### src/hdl/stl_pkg.sv
// ----------------------------------------------------------------------------
// stl_pkg
// shared types, token codes and character helpers for the source token lexer
// ----------------------------------------------------------------------------
package stl_pkg;

  localparam int OFFSET_BITS   = 24;
  localparam int POSITION_BITS = 16;
  localparam int LENGTH_BITS   = 16;

  // result fields rounded up to whole bytes
  localparam int OUT_TDATA_BITS =
    ((6 + 3 + OFFSET_BITS + LENGTH_BITS + 2 * POSITION_BITS + 7) / 8) * 8;

  typedef enum logic [3:0] {
    M_IDLE, M_NUMBER, M_NAME, M_CHAR_BODY, M_CHAR_ESC, M_CHAR_CLOSE,
    M_STRING, M_OPERATOR, M_SLASH, M_LINE, M_BLOCK
  } mode_t;

  typedef enum logic [5:0] {
    T_INT, T_FLOAT, T_CHAR, T_STRING, T_NAME, T_IF, T_WHILE, T_BREAK,
    T_FUNC, T_RETURN, T_LET, T_FALSE, T_TRUE, T_PLUS, T_MINUS, T_ARROW,
    T_STAR, T_POW, T_SLASH, T_PERCENT, T_NOT, T_NE, T_BAND, T_LAND, T_BOR,
    T_LOR, T_BNOT, T_XOR, T_LT, T_LE, T_SHL, T_GT, T_GE, T_SHR, T_ASSIGN,
    T_EQ, T_LPAREN, T_RPAREN, T_LBRACE, T_RBRACE, T_LBRACKET, T_RBRACKET,
    T_COMMA, T_COLON, T_SEMI, T_EOF
  } tok_t;

  localparam logic [2:0] E_NONE      = 3'd0;
  localparam logic [2:0] E_BAD_CHAR  = 3'd1;
  localparam logic [2:0] E_BAD_LIT   = 3'd2;
  localparam logic [2:0] E_OPEN_STR  = 3'd3;
  localparam logic [2:0] E_OPEN_CMT  = 3'd4;

  typedef struct packed {
    logic [5:0]               token_kind;
    logic [2:0]               error_code;
    logic [OFFSET_BITS-1:0]   start_offset;
    logic [LENGTH_BITS-1:0]   token_length;
    logic [POSITION_BITS-1:0] start_row;
    logic [POSITION_BITS-1:0] start_column;
  } tok_res_t;

  typedef struct packed {
    logic     valid;
    tok_res_t res;
  } tok_slot_t;

  function automatic logic is_digit(input logic [7:0] b);
    return b >= 8'h30 && b <= 8'h39;
  endfunction

  function automatic logic is_name(input logic [7:0] b);
    return (b >= 8'h61 && b <= 8'h7a) || (b >= 8'h41 && b <= 8'h5a) || b == 8'h5f;
  endfunction

  function automatic logic [6:0] single_kind(input logic [7:0] b);
    logic [6:0] r;
    r = 7'h40;
    unique case (b)
      8'h2b: r = {1'b0, T_PLUS};
      8'h25: r = {1'b0, T_PERCENT};
      8'h7e: r = {1'b0, T_BNOT};
      8'h5e: r = {1'b0, T_XOR};
      8'h28: r = {1'b0, T_LPAREN};
      8'h29: r = {1'b0, T_RPAREN};
      8'h7b: r = {1'b0, T_LBRACE};
      8'h7d: r = {1'b0, T_RBRACE};
      8'h5b: r = {1'b0, T_LBRACKET};
      8'h5d: r = {1'b0, T_RBRACKET};
      8'h2c: r = {1'b0, T_COMMA};
      8'h3a: r = {1'b0, T_COLON};
      8'h3b: r = {1'b0, T_SEMI};
      default: r = 7'h40;
    endcase
    return r;
  endfunction

  function automatic logic is_op_start(input logic [7:0] b);
    return b == 8'h2d || b == 8'h2a || b == 8'h21 || b == 8'h26 ||
           b == 8'h7c || b == 8'h3c || b == 8'h3e || b == 8'h3d;
  endfunction

  function automatic tok_t op_single(input logic [7:0] p);
    tok_t r;
    unique case (p)
      8'h2d: r = T_MINUS;
      8'h2a: r = T_STAR;
      8'h21: r = T_NOT;
      8'h26: r = T_BAND;
      8'h7c: r = T_BOR;
      8'h3c: r = T_LT;
      8'h3e: r = T_GT;
      default: r = T_ASSIGN;
    endcase
    return r;
  endfunction

  // bit 6 set means no two-character operator
  function automatic logic [6:0] op_double(input logic [7:0] p, input logic [7:0] b);
    logic [6:0] r;
    r = 7'h40;
    unique case (p)
      8'h2d: if (b == 8'h3e) r = {1'b0, T_ARROW};
      8'h2a: if (b == 8'h2a) r = {1'b0, T_POW};
      8'h21: if (b == 8'h3d) r = {1'b0, T_NE};
      8'h26: if (b == 8'h26) r = {1'b0, T_LAND};
      8'h7c: if (b == 8'h7c) r = {1'b0, T_LOR};
      8'h3d: if (b == 8'h3d) r = {1'b0, T_EQ};
      8'h3c: begin
        if (b == 8'h3d) r = {1'b0, T_LE};
        else if (b == 8'h3c) r = {1'b0, T_SHL};
      end
      8'h3e: begin
        if (b == 8'h3d) r = {1'b0, T_GE};
        else if (b == 8'h3e) r = {1'b0, T_SHR};
      end
      default: r = 7'h40;
    endcase
    return r;
  endfunction

endpackage

### src/hdl/stl_keyword.sv
// ----------------------------------------------------------------------------
// stl_keyword
// classifies a finished name as one of the eight keywords or a plain name
// ----------------------------------------------------------------------------
module stl_keyword
  import stl_pkg::*;
(
  input  logic [47:0]            kw_buf,
  input  logic [LENGTH_BITS-1:0] len,
  output tok_t                   kind
);

  always_comb begin
    kind = T_NAME;
    if (len == LENGTH_BITS'(2) && kw_buf == 48'h6966) kind = T_IF;
    else if (len == LENGTH_BITS'(5) && kw_buf == 48'h7768696c65) kind = T_WHILE;
    else if (len == LENGTH_BITS'(5) && kw_buf == 48'h627265616b) kind = T_BREAK;
    else if (len == LENGTH_BITS'(4) && kw_buf == 48'h66756e63) kind = T_FUNC;
    else if (len == LENGTH_BITS'(6) && kw_buf == 48'h72657475726e) kind = T_RETURN;
    else if (len == LENGTH_BITS'(3) && kw_buf == 48'h6c6574) kind = T_LET;
    else if (len == LENGTH_BITS'(5) && kw_buf == 48'h66616c7365) kind = T_FALSE;
    else if (len == LENGTH_BITS'(4) && kw_buf == 48'h74727565) kind = T_TRUE;
  end

endmodule

### src/hdl/stl_scan.sv
// ----------------------------------------------------------------------------
// stl_scan
// lexer state machine: one request per cycle, up to two result slots
// ----------------------------------------------------------------------------
module stl_scan
  import stl_pkg::*;
(
  input  logic       clk,
  input  logic       rst_n,
  input  logic       step,
  input  logic       kind,
  input  logic [7:0] char_byte,
  output tok_slot_t  slot0,
  output tok_slot_t  slot1
);

  localparam logic [OFFSET_BITS-1:0]   OMAX = '1;
  localparam logic [POSITION_BITS-1:0] PMAX = '1;
  localparam logic [LENGTH_BITS-1:0]   LMAX = '1;

  mode_t                    mode_r, mode_nxt;
  logic [7:0]               pend_op_r, pend_op_nxt;
  logic                     dot_r, dot_nxt, esc_r, esc_nxt, star_r, star_nxt;
  logic                     halt_r, halt_nxt;
  logic [47:0]              kw_r, kw_nxt;
  logic [OFFSET_BITS-1:0]   off_r, off_nxt, tstart_r, tstart_nxt;
  logic [LENGTH_BITS-1:0]   len_r, len_nxt, len_grow;
  logic [POSITION_BITS-1:0] row_r, row_nxt, col_r, col_nxt;
  logic [POSITION_BITS-1:0] frow_r, frow_nxt, fcol_r, fcol_nxt;
  tok_t                     name_kind;
  logic [6:0]               dbl, sgl;
  logic                     ws, to_idle;
  tok_slot_t                s0, s1;

  stl_keyword u_kw (.kw_buf(kw_r), .len(len_r), .kind(name_kind));

  assign len_grow = (len_r != LMAX) ? len_r + LENGTH_BITS'(1) : len_r;
  assign dbl      = op_double(pend_op_r, char_byte);
  assign sgl      = single_kind(char_byte);
  assign ws       = char_byte == 8'h20 || (char_byte >= 8'd9 && char_byte <= 8'd13);

  function automatic tok_res_t mk(input tok_t k, input logic [2:0] e,
                                  input logic [OFFSET_BITS-1:0] o,
                                  input logic [LENGTH_BITS-1:0] l,
                                  input logic [POSITION_BITS-1:0] r,
                                  input logic [POSITION_BITS-1:0] c);
    tok_res_t t;
    t.token_kind   = k;
    t.error_code   = e;
    t.start_offset = o;
    t.token_length = l;
    t.start_row    = r;
    t.start_column = c;
    return t;
  endfunction

  always_comb begin
    mode_nxt    = mode_r;
    pend_op_nxt = pend_op_r;
    dot_nxt     = dot_r;
    esc_nxt     = esc_r;
    star_nxt    = star_r;
    halt_nxt    = halt_r;
    kw_nxt      = kw_r;
    off_nxt     = off_r;
    tstart_nxt  = tstart_r;
    len_nxt     = len_r;
    row_nxt     = row_r;
    col_nxt     = col_r;
    frow_nxt    = frow_r;
    fcol_nxt    = fcol_r;
    s0          = '0;
    s1          = '0;
    to_idle     = 1'b0;
    if (step) begin
      if (kind) begin
        // end of text: flush, then end of file
        if (!halt_r) begin
          unique case (mode_r)
            M_NUMBER: s0 = {1'b1, mk(dot_r ? T_FLOAT : T_INT, E_NONE, tstart_r, len_r,
                                     frow_r, fcol_r)};
            M_NAME: s0 = {1'b1, mk(name_kind, E_NONE, tstart_r, len_r, frow_r, fcol_r)};
            M_OPERATOR: s0 = {1'b1, mk(op_single(pend_op_r), E_NONE, tstart_r,
                                       LENGTH_BITS'(1), frow_r, fcol_r)};
            M_SLASH: s0 = {1'b1, mk(T_SLASH, E_NONE, tstart_r, LENGTH_BITS'(1),
                                    frow_r, fcol_r)};
            M_CHAR_BODY, M_CHAR_ESC, M_CHAR_CLOSE:
              s0 = {1'b1, mk(T_INT, E_BAD_LIT, tstart_r, '0, frow_r, fcol_r)};
            M_STRING: s0 = {1'b1, mk(T_INT, E_OPEN_STR, tstart_r, '0, frow_r, fcol_r)};
            M_BLOCK: s0 = {1'b1, mk(T_INT, E_OPEN_CMT, tstart_r, '0, frow_r, fcol_r)};
            default: ;
          endcase
        end
        s1 = {1'b1, mk(T_EOF, E_NONE, off_r, '0, row_r, col_r)};
        mode_nxt    = M_IDLE;
        pend_op_nxt = '0;
        dot_nxt     = 1'b0;
        esc_nxt     = 1'b0;
        star_nxt    = 1'b0;
        halt_nxt    = 1'b0;
        kw_nxt      = '0;
        off_nxt     = '0;
        tstart_nxt  = '0;
        len_nxt     = '0;
        row_nxt     = POSITION_BITS'(1);
        col_nxt     = POSITION_BITS'(1);
        frow_nxt    = POSITION_BITS'(1);
        fcol_nxt    = POSITION_BITS'(1);
      end else begin
        if (!halt_r) begin
          unique case (mode_r)
            M_NUMBER: begin
              if (is_digit(char_byte)) len_nxt = len_grow;
              else if (char_byte == 8'h2e && !dot_r) begin
                dot_nxt = 1'b1;
                len_nxt = len_grow;
              end else begin
                s0 = {1'b1, mk(dot_r ? T_FLOAT : T_INT, E_NONE, tstart_r, len_r,
                               frow_r, fcol_r)};
                to_idle = 1'b1;
              end
            end
            M_NAME: begin
              if (is_name(char_byte)) begin
                if (len_r < LENGTH_BITS'(6)) kw_nxt = {kw_r[39:0], char_byte};
                len_nxt = len_grow;
              end else begin
                s0 = {1'b1, mk(name_kind, E_NONE, tstart_r, len_r, frow_r, fcol_r)};
                to_idle = 1'b1;
              end
            end
            M_CHAR_BODY: begin
              len_nxt  = len_grow;
              mode_nxt = (char_byte == 8'h5c) ? M_CHAR_ESC : M_CHAR_CLOSE;
            end
            M_CHAR_ESC: begin
              len_nxt  = len_grow;
              mode_nxt = M_CHAR_CLOSE;
            end
            M_CHAR_CLOSE: begin
              mode_nxt = M_IDLE;
              if (char_byte == 8'h27) begin
                len_nxt = len_grow;
                s0 = {1'b1, mk(T_CHAR, E_NONE, tstart_r, len_grow, frow_r, fcol_r)};
              end else begin
                s0 = {1'b1, mk(T_INT, E_BAD_LIT, tstart_r, '0, frow_r, fcol_r)};
                halt_nxt = 1'b1;
              end
            end
            M_STRING: begin
              len_nxt = len_grow;
              if (esc_r) esc_nxt = 1'b0;
              else if (char_byte == 8'h5c) esc_nxt = 1'b1;
              else if (char_byte == 8'h22) begin
                s0 = {1'b1, mk(T_STRING, E_NONE, tstart_r, len_grow, frow_r, fcol_r)};
                mode_nxt = M_IDLE;
              end
            end
            M_OPERATOR: begin
              if (!dbl[6]) begin
                s0 = {1'b1, mk(tok_t'(dbl[5:0]), E_NONE, tstart_r, LENGTH_BITS'(2),
                               frow_r, fcol_r)};
                mode_nxt = M_IDLE;
              end else begin
                s0 = {1'b1, mk(op_single(pend_op_r), E_NONE, tstart_r,
                               LENGTH_BITS'(1), frow_r, fcol_r)};
                to_idle = 1'b1;
              end
            end
            M_SLASH: begin
              if (char_byte == 8'h2f) mode_nxt = M_LINE;
              else if (char_byte == 8'h2a) begin
                mode_nxt = M_BLOCK;
                star_nxt = 1'b0;
              end else begin
                s0 = {1'b1, mk(T_SLASH, E_NONE, tstart_r, LENGTH_BITS'(1),
                               frow_r, fcol_r)};
                to_idle = 1'b1;
              end
            end
            M_LINE: if (char_byte == 8'h0a) mode_nxt = M_IDLE;
            M_BLOCK: begin
              if (star_r && char_byte == 8'h2f) mode_nxt = M_IDLE;
              else star_nxt = (char_byte == 8'h2a);
            end
            default: to_idle = 1'b1;
          endcase
          if (to_idle) begin
            // byte starts a new construct from idle
            mode_nxt = M_IDLE;
            if (!ws) begin
              tstart_nxt = off_r;
              frow_nxt   = row_r;
              fcol_nxt   = col_r;
              len_nxt    = LENGTH_BITS'(1);
              if (is_digit(char_byte)) begin
                mode_nxt = M_NUMBER;
                dot_nxt  = 1'b0;
              end else if (is_name(char_byte)) begin
                mode_nxt = M_NAME;
                kw_nxt   = {40'd0, char_byte};
              end else if (char_byte == 8'h27) mode_nxt = M_CHAR_BODY;
              else if (char_byte == 8'h22) begin
                mode_nxt = M_STRING;
                esc_nxt  = 1'b0;
              end else if (char_byte == 8'h2f) mode_nxt = M_SLASH;
              else if (!sgl[6]) begin
                s1 = {1'b1, mk(tok_t'(sgl[5:0]), E_NONE, off_r, LENGTH_BITS'(1),
                               row_r, col_r)};
              end else if (is_op_start(char_byte)) begin
                mode_nxt    = M_OPERATOR;
                pend_op_nxt = char_byte;
              end else begin
                s1 = {1'b1, mk(T_INT, E_BAD_CHAR, off_r, '0, row_r, col_r)};
                halt_nxt = 1'b1;
              end
            end
          end
        end
        if (off_r != OMAX) off_nxt = off_r + OFFSET_BITS'(1);
        if (char_byte == 8'h0a) begin
          if (row_r != PMAX) row_nxt = row_r + POSITION_BITS'(1);
          col_nxt = POSITION_BITS'(1);
        end else if (col_r != PMAX) begin
          col_nxt = col_r + POSITION_BITS'(1);
        end
      end
    end
  end

  always_ff @(posedge clk) begin
    if (!rst_n) begin
      mode_r    <= M_IDLE;
      pend_op_r <= '0;
      dot_r     <= 1'b0;
      esc_r     <= 1'b0;
      star_r    <= 1'b0;
      halt_r    <= 1'b0;
      kw_r      <= '0;
      off_r     <= '0;
      tstart_r  <= '0;
      len_r     <= '0;
      row_r     <= POSITION_BITS'(1);
      col_r     <= POSITION_BITS'(1);
      frow_r    <= POSITION_BITS'(1);
      fcol_r    <= POSITION_BITS'(1);
    end else begin
      mode_r    <= mode_nxt;
      pend_op_r <= pend_op_nxt;
      dot_r     <= dot_nxt;
      esc_r     <= esc_nxt;
      star_r    <= star_nxt;
      halt_r    <= halt_nxt;
      kw_r      <= kw_nxt;
      off_r     <= off_nxt;
      tstart_r  <= tstart_nxt;
      len_r     <= len_nxt;
      row_r     <= row_nxt;
      col_r     <= col_nxt;
      frow_r    <= frow_nxt;
      fcol_r    <= fcol_nxt;
    end
  end

  assign slot0 = s0;
  assign slot1 = s1;

endmodule

### src/hdl/stl_out_queue.sv
// ----------------------------------------------------------------------------
// stl_out_queue
// four-entry result queue; accepts up to two results per cycle
// ----------------------------------------------------------------------------
module stl_out_queue
  import stl_pkg::*;
(
  input  logic      clk,
  input  logic      rst_n,
  input  logic      push,
  input  tok_slot_t slot0,
  input  tok_slot_t slot1,
  output logic      room,
  output logic      out_valid,
  input  logic      out_ready,
  output tok_res_t  out_res,
  output logic      out_last
);

  typedef struct packed {
    tok_res_t res;
    logic     last;
  } q_ent_t;

  q_ent_t     q_r [4];
  logic [1:0] wp_r, rp_r;
  logic [2:0] cnt_r;
  logic       pop;
  logic [1:0] n_push;
  q_ent_t     e0, e1;

  assign pop       = out_valid && out_ready;
  assign out_valid = cnt_r != 3'd0;
  assign out_res   = q_r[rp_r].res;
  assign out_last  = q_r[rp_r].last;
  assign room      = cnt_r <= 3'd2;

  always_comb begin
    n_push = '0;
    e0 = '0;
    e1 = '0;
    if (push) begin
      if (slot0.valid && slot1.valid) begin
        n_push = 2'd2;
        e0 = '{res: slot0.res, last: 1'b0};
        e1 = '{res: slot1.res, last: 1'b1};
      end else if (slot0.valid) begin
        n_push = 2'd1;
        e0 = '{res: slot0.res, last: 1'b1};
      end else if (slot1.valid) begin
        n_push = 2'd1;
        e0 = '{res: slot1.res, last: 1'b1};
      end
    end
  end

  always_ff @(posedge clk) begin
    if (n_push != 2'd0) q_r[wp_r] <= e0;
    if (n_push == 2'd2) q_r[wp_r + 2'd1] <= e1;
  end

  always_ff @(posedge clk) begin
    if (!rst_n) begin
      wp_r  <= '0;
      rp_r  <= '0;
      cnt_r <= '0;
    end else begin
      wp_r  <= wp_r + n_push;
      rp_r  <= rp_r + {1'b0, pop};
      cnt_r <= cnt_r + {1'b0, n_push} - {2'b0, pop};
    end
  end

endmodule

### src/hdl/source_token_lexer.sv
// ----------------------------------------------------------------------------
// source_token_lexer
// streaming lexer for a small c-like language
// ----------------------------------------------------------------------------
// One request (a text byte or an end-of-text marker) is taken per cycle while
// the queue has room; the state machine updates in the same cycle and its zero
// to two tokens go into a four-entry result queue, so input keeps flowing while
// results wait. A request's tokens are registered in the queue before they reach
// the output; input stalls only when the queue has fewer than two free entries.
module source_token_lexer
  import stl_pkg::*;
(
  input  logic                      clk,
  input  logic                      rst_n,
  input  logic                      in_tvalid,
  output logic                      in_tready,
  input  logic [7:0]                in_tdata,   // char_byte
  input  logic                      in_tuser,   // kind
  output logic                      out_tvalid,
  input  logic                      out_tready,
  output logic [OUT_TDATA_BITS-1:0] out_tdata,  // token_kind, error_code,
                                                // start_offset, token_length,
                                                // start_row, start_column, pad
  output logic                      out_tlast   // last_of_run
);

  localparam int PAD_BITS = OUT_TDATA_BITS - $bits(tok_res_t);

  tok_slot_t slot0, slot1;
  tok_res_t  res;
  logic      room, step;

  assign in_tready = room;
  assign step      = in_tvalid && room;

  stl_scan u_scan (
    .clk(clk), .rst_n(rst_n), .step(step), .kind(in_tuser), .char_byte(in_tdata),
    .slot0(slot0), .slot1(slot1)
  );

  stl_out_queue u_q (
    .clk(clk), .rst_n(rst_n), .push(step), .slot0(slot0), .slot1(slot1),
    .room(room), .out_valid(out_tvalid), .out_ready(out_tready),
    .out_res(res), .out_last(out_tlast)
  );

  assign out_tdata = {{PAD_BITS{1'b0}}, res.start_column, res.start_row,
                      res.token_length, res.start_offset, res.error_code,
                      res.token_kind};

endmodule

### config.mk
export PLATFORM = sky130hd
export DESIGN_NAME = source_token_lexer
export DESIGN_NICKNAME = d
export VERILOG_FILES = /design/src/hdl/stl_pkg.sv /design/src/hdl/stl_keyword.sv /design/src/hdl/stl_scan.sv /design/src/hdl/stl_out_queue.sv /design/src/hdl/source_token_lexer.sv
export SDC_FILE = /design/constraint.sdc
export NUM_CORES = 1
export LEC_CHECK = 0
export ABC_AREA = 0
export ABC_CLOCK_PERIOD_IN_PS = 13300
export BUFFER_PORTS_ARGS = -buffer_cell sky130_fd_sc_hd__buf_2
export CAP_MARGIN = 0
export CORE_MARGIN = 2
export CORE_UTILIZATION = 30
export CTS_CLUSTER_SIZE = 8
export DETAILED_ROUTE_END_ITERATION = 12
export HOLD_SLACK_MARGIN = 0.15
export PLACE_DENSITY = 0.51
export SYNTH_ARGS = -nofsm -noshare
export SYNTH_HDL_FRONTEND = slang
export SYNTH_HIERARCHICAL = 1
export SYNTH_SLANG_ARGS = --single-unit
export TNS_END_PERCENT = 100
### constraint.sdc
create_clock -name clk -period 13.3 [get_ports clk]
set_clock_uncertainty 0.1 [all_clocks]
set_input_delay 0.665 -clock clk [delete_from_list [all_inputs] [get_ports clk]]
set_output_delay 0.665 -clock clk [all_outputs]
set_load 0.03 [all_outputs]
==> flow_summary.ini, run 1 <==
[outcome]
status = finished, final reports clean

[critical_path]
cpMaxStageDelayCell = nor2_4
cp-end-kind = register
path_max_fanout = 59
worstSetupStartpointType = register
cpMostUsedCell = buf_4
crit_path_max_incr_delay_ps = 970
worstPathCellList = or4b_2, a21oi_1, o21ai_1, o31ai_1, buf_4, nand4b_1, a21oi_1, nor2_4, buf_4, ha_1, nor2b_1, o21ai_0, nor2_4, buf_4
setup.worst_path.class = register to register
worstPathArrival_ps = 7240
crit_required_ps = 13450

[timing]
period_needed_ps = 7093
setup-violations-final = 0
hold_viol = 0
fmax_mhz = 141.0
min_period_over_period_pct = 53.33
rsz0062_at_grt = false
max_slew_margin_pct = 16.43
drv_slew = 0
worst_pin_slew_ps = 1249
hold_slack_ps = 255.4
tns_ps = 0

[flow_run]
maxCapViolations = 0

[clock_tree]
path_clk_slew_ps = 50
ctsResizeCount = 0
h-tree-depth = 3
cts_setup_buffers = 0
cts_tree = built
cts-root-buf = clkbuf_16
clkSinkCount = 527
insertion_delay_ps = 630
clock_path_buffers = 3
numCtsBuffers = 76
ctsHoldBuffers = 0

[synth]
synth_top_area_share_pct = 35.38
yosys.area.top_type = edfxtp_1
yosys_most_used_dff = edfxtp_1
synthCells = 2532
seq_area_frac_synth_pct = 49.69
post_synth_num_cell_types = 108
async_reset_ff_share_pct = 0
synth.avg_cell_area_um2 = 10.99
synth_edf_count = 328
ys.warnings.count = 6
ys_seq_elements = 527
syn_area_um2 = 27840
ys_top_cells_by_area = edfxtp_1 35%, dfxtp_1 14%, a22o_1 10%

[power_and_ir_drop]
p_leak_nw = 10.21
powerDensity_nw_per_um2 = 160.0
ir_worst_vdd_uv = 102.3

[drt]
viasPerCell = 5.575
post-route-drc-count = 0
firstDrtPassIters = 6
ant_nets = 0
wirelength_um = 89460
drtIter0Drc = 1882
vias = 21400
post_drt_wl_per_cell_um = 23.30

[global_routing]
antenna_found_initial = 3
grt_start_max_net_pins = 80
track_usage_pct = 18.48
grt_pass1_vias = 21410
grt_pass1_wl_um = 135000
overflow = 0

[cells_and_area]
layout-drive-gt1-share_pct = 14.64
fin_util_pct = 34.32
nNetsFinal = 2560
mostFrequentLayoutCell = edfxtp_1
antenna_cells = 0
syn_to_final_growth_pct = 13.19
final_cell_mix = 328 x edfxtp_1, 325 x a22o_1, 223 x nand2_1
finalInstanceArea_um2 = 31510

[placement]
portBuffers = 96
globalplace.congestion = 0.8980
hpwl_um = 54610
postPlaceCellArea_um2 = 29190

[floorplanning]
die_w_um = 308.6
start_util_pct = 30.32
die-area_um2 = 95250
die_height_um = 308.6
rows = 111
core-area_um2 = 91800
io-pin-count = 104

[min_path]
hp-class = input pin to register
## critical path: cells and delay by family (launching register included)
kind / cells / cell delay, ps
AND/OR/NAND/NOR: 5 / 2620
buffers and inverters: 3 / 1670
AO/OA/AOI/OAI: 5 / 1100
flip-flops: 1 / 740
adder cells (fa/ha/maj): 1 / 400
## synthesized netlist by cell type (all sizes together) (6+ instances only)
cell type	n
nand4bb	7
o211ai	7
buf	114
mux4	82
or4	8
nor2b	64
nand2	223
nor4b	8
nand2b	9
a21o	8
xnor2	24
nor2	140
dfxtp	199
nand3b	9
nand4	35
nor3	46
and4	8
and2	77
o21ai	132
nor4	22
or2	8
a22oi	6
and3	21
o22ai	51
a21oi	87
a221oi	6
a22o	325
nand3	113
inv	32
nor3b	8
xor2	25
edfxtp	328
or3	16
a211oi	8
ha	8
a31oi	15
clkbuf	116
nand4b	12
o31ai	24
## registers in the layout (all words and copies together) (netlist names), 3 cells and up
signal and flops:
u_scan/fcol_r 16, u_scan/kw_r 48, u_scan/off_r 24, u_scan/mode_r 4
u_scan/col_r 16, u_scan/frow_r 16, u_scan/row_r 16, u_q/cnt_r 3
u_scan/len_r 16, u_scan/tstart_r 24, u_q/q_r 328, u_scan/pend_op_r 8
## cells by family (layout without fill, tap and decap cells)
logic type,count (synthesis),count (layout),synth area share (%)
and+or+nand+nor,851,851,16.63
AOI/OAI and AO/OA,740,740,19.99
DFF,527,527,49.69
buffers and inverters,265,306,4.827
muxes,88,88,6.854
xor gates and xnor gates,49,49,1.542
adders and majority gates,9,9,0.4315
other,3,26,0.04045
## path summary, 6_finish.rpt
path | start | endpoint | slack (ps) | depth (start not counted)
worst max-delay path | u_scan/mode_r[1] | u_q/q_r[3][15] | 6210 | 14
worst min-delay path | rst_n | u_q/cnt_r[2] | 260 | 2
worst max register to register | u_scan/mode_r[1] | u_q/q_r[3][15] | 6210 | 14
worst min register to register | u_scan/fcol_r[2] | u_scan/fcol_r[2] | 350 | 2
## through the flow
stage	setup WS, ps	instances	power, W
4_1_cts	6137	3839	0.005117
3_5_place_dp	5655	3703	0.003236
6_report	6207	3839	0.005041
2_1_floorplan	3282	2555	0.002826
3_3_place_gp	5773	3703	0.003228
5_1_grt	5753	3839	0.005240
## metal layers
layer / wire length (um) / global-route usage, % / vias to the layer above
li1: - / - / 9805
met1: 38560 / 23.72 / 10770
met2: 44260 / 32.22 / 682
met3: 4461 / 2.754 / 143
met4: 2169 / 5.241 / 2
met5: 13 / 0 / -
## area by class of cell
cell class,count,area (um^2)
clock inverter,6,148.9
fill,9173,60290
clock buffer,130,2167
inverter,35,131.4
sequential,527,13840
tap,1243,1555
multi-input combinational,1763,12890
timing repair buffer,135,775.7
## power breakdown
part	internal, W	leakage [nW]	total, W	switching, W
combinational	0.000371	4.27	0.00128	0.000907
clock	0.00111	1.09	0.00186	0.000751
sequential	0.00183	4.84	0.00190	0.0000661
Power figures use the tool's default switching activity.
==> inputs of run 2 (changes only) <==
--- a/config.mk
+++ b/config.mk
@@ -6,7 +6,7 @@
 export NUM_CORES = 1
 export LEC_CHECK = 0
 export ABC_AREA = 0
-export ABC_CLOCK_PERIOD_IN_PS = 13300
+export ABC_CLOCK_PERIOD_IN_PS = 6900
 export BUFFER_PORTS_ARGS = -buffer_cell sky130_fd_sc_hd__buf_2
 export CAP_MARGIN = 0
 export CORE_MARGIN = 2
==> constraint.sdc (replaced) <==
create_clock -name clk -period 6.9 [get_ports clk]
set_clock_uncertainty 0.1 [all_clocks]
set_input_delay 0.345 -clock clk [delete_from_list [all_inputs] [get_ports clk]]
set_output_delay 0.345 -clock clk [all_outputs]
set_load 0.03 [all_outputs]
==> flow_summary.ini, run 2 (synthesis results as in run 1) <==
[flow_run]
maxCapViolations = 0

[placement]
pre_cts_ws_ps = 844.4
globalplace.congestion = 0.8807
hpwl_um = 54420
portBuffers = 96

[drt]
post_drt_wl_per_cell_um = 23.27
post-route-drc-count = 0
drtIter0Drc = 2029
vias = 21590
viasPerCell = 5.600
firstDrtPassIters = 6
ant_nets = 0
wirelength_um = 89740

[timing]
setup-violations-final = 0
tns_ps = 0
rsz0062_at_grt = false
fmax_mhz = 166.4
drv_slew = 0
fin_ws_ps = 890.2
min_period_over_period_pct = 87.10
period_needed_ps = 6010
max_slew_margin_pct = 20.10
hold_viol = 0
worst_pin_slew_ps = 1189

[outcome]
status = finished, final reports clean

[cells_and_area]
fill_cells = 9118
mostFrequentLayoutCell = edfxtp_1
top_regs = u_q/q_r x328, u_scan/kw_r x48
layout-drive-gt1-share_pct = 14.78
nNetsFinal = 2576
largest_reg_flops = 328
syn_to_final_growth_pct = 14.01
regMostFlops = u_q/q_r
fin_util_pct = 34.57
final_cell_mix = 328 x edfxtp_1, 325 x a22o_1, 223 x nand2_1

[critical_path]
critical_path_buf_inv_count = 4
crit_path_max_incr_delay_ps = 770
cp_top_family = simple AND/OR/NAND/NOR gates
worstPathCellList = dlygate4sd3_1, buf_2, or4b_1, or3_1, a32oi_2, nand3_2, a2bb2oi_4, o2111ai_2, o21a_4, inv_2, ha_1, nor2b_1, o21ai_0, nor2_4, buf_4
crit_required_ps = 7050
cp-end-kind = register
worstPathArrival_ps = 6160
setup.worst_path.class = input pin to register
worstSetupStartpointType = input pin
path_max_fanout = 50
cpMaxStageDelayCell = or4b_1

[floorplanning]
core-area_um2 = 91800
die_height_um = 308.6
die_w_um = 308.6
io-pin-count = 104
rows = 111
die-area_um2 = 95250
start_util_pct = 30.32

[global_routing]
antenna_found_initial = 1
grt_pass1_wl_um = 135600
overflow = 0
grt_start_max_net_pins = 74
track_usage_pct = 18.55
grt_pass1_vias = 21860

[power_and_ir_drop]
pwr-share-comb_pct = 25.7
swShare_pct = 34.20
power_frac_clock_pct = 36.5
p_switching_w = 0.003323
powerDensity_nw_per_um2 = 306.2
p_leak_nw = 10.30
power.total_w = 0.009717
pwr-share-seq_pct = 37.8
ir_worst_vdd_uv = 190.4
p_int_w = 0.006394

[clock_tree]
cts-root-buf = clkbuf_16
cts_tree = built
clock_path_buffers = 3
insertion_delay_ps = 630
h-tree-depth = 3
numCtsBuffers = 76
clkSinkCount = 527
ctsResizeCount = 0
cts_setup_buffers = 0
path_clk_slew_ps = 50

[min_path]
hp-class = input pin to register
-- run 2: cell types whose count changed in the layout (fill, tap and decap cells not counted) --
cell / previous run / this run
clkinv_2: 0 / 1
buf_12: 0 / 12
clkinv_1: 3 / 5
clkbuf_8: 2 / 0
buf_4: 40 / 36
clkinv_16: 4 / 1
inv_16: 1 / 3
dlygate4sd3_1: 0 / 8
diode_2: 0 / 1
-- run 2: power by group through the flow --
stage / Clock (W) / Combinational [W] / Sequential (W)
4_1_cts: 0.00363 / 0.00254 / 0.00368
3_5_place_dp: 0 / 0.00253 / 0.00374
5_1_grt: 0.00375 / 0.00263 / 0.00370
2_1_floorplan: 0 / 0.00179 / 0.00365
6_report: 0.00355 / 0.00249 / 0.00367
3_3_place_gp: 0 / 0.00252 / 0.00373
-- run 2: path summary, 6_finish.rpt --
kind | from | to | slack (ps) | cells after the start
worst max register to register | u_scan/pend_op_r[0] | u_q/q_r[3][16] | 1080 | 13
worst min-delay path | in_tdata[7] | u_scan/dot_r | 210 | 5
worst max-delay path | in_tdata[5] | u_q/q_r[3][16] | 890 | 15
worst min register to register | u_scan/fcol_r[4] | u_scan/fcol_r[4] | 350 | 2
-- run 2: layout make-up --
class | instances | area [um^2] | area share, %
multi-input combinational | 1763 | 12890 | 40.62
inverter | 35 | 131.4 | 0.4140
antenna | 1 | 2.502 | 0.007885
clock inverter | 8 | 111.4 | 0.3509
tap | 1243 | 1555 | 4.900
timing repair buffer | 151 | 1066 | 3.359
clock buffer | 128 | 2140 | 6.742
sequential | 527 | 13840 | 43.61
-- run 2: timing repair --
action                                  in CTS  in global routing
endpoints found under the hold margin       10                  0
hold buffers                                 8                  0
endpoints found under the setup margin       0                  0
-- run 2: worst min-delay path: stages --
cell and delay, ps:
buf_2 180, nor4b_2 70, buf_4 160, nand4_1 70
a21oi_1 60
-- run 2: per-layer routing --
metal	global-route usage (%)	vias up	wire, um
li1	-	9840	-
met1	23.46	10830	37880
met2	32.42	754	44710
met3	2.795	171	4821
met4	5.944	0	2333
met5	0	-	0
-- run 2: per-stage QoR --
| stage | cell area, um^2 | cells | hold slack (ps) |
|---|---|---|---|
| CTS | 31730 | 3855 | 176.5 |
| finish | 31740 | 3856 | 206.5 |
| global route | 31730 | 3855 | 239.3 |
| floorplan | 27920 | 2555 | 329.1 |
| detailed placement | 29400 | 3711 | 345.2 |
| global placement | 29400 | 3711 | 338.4 |
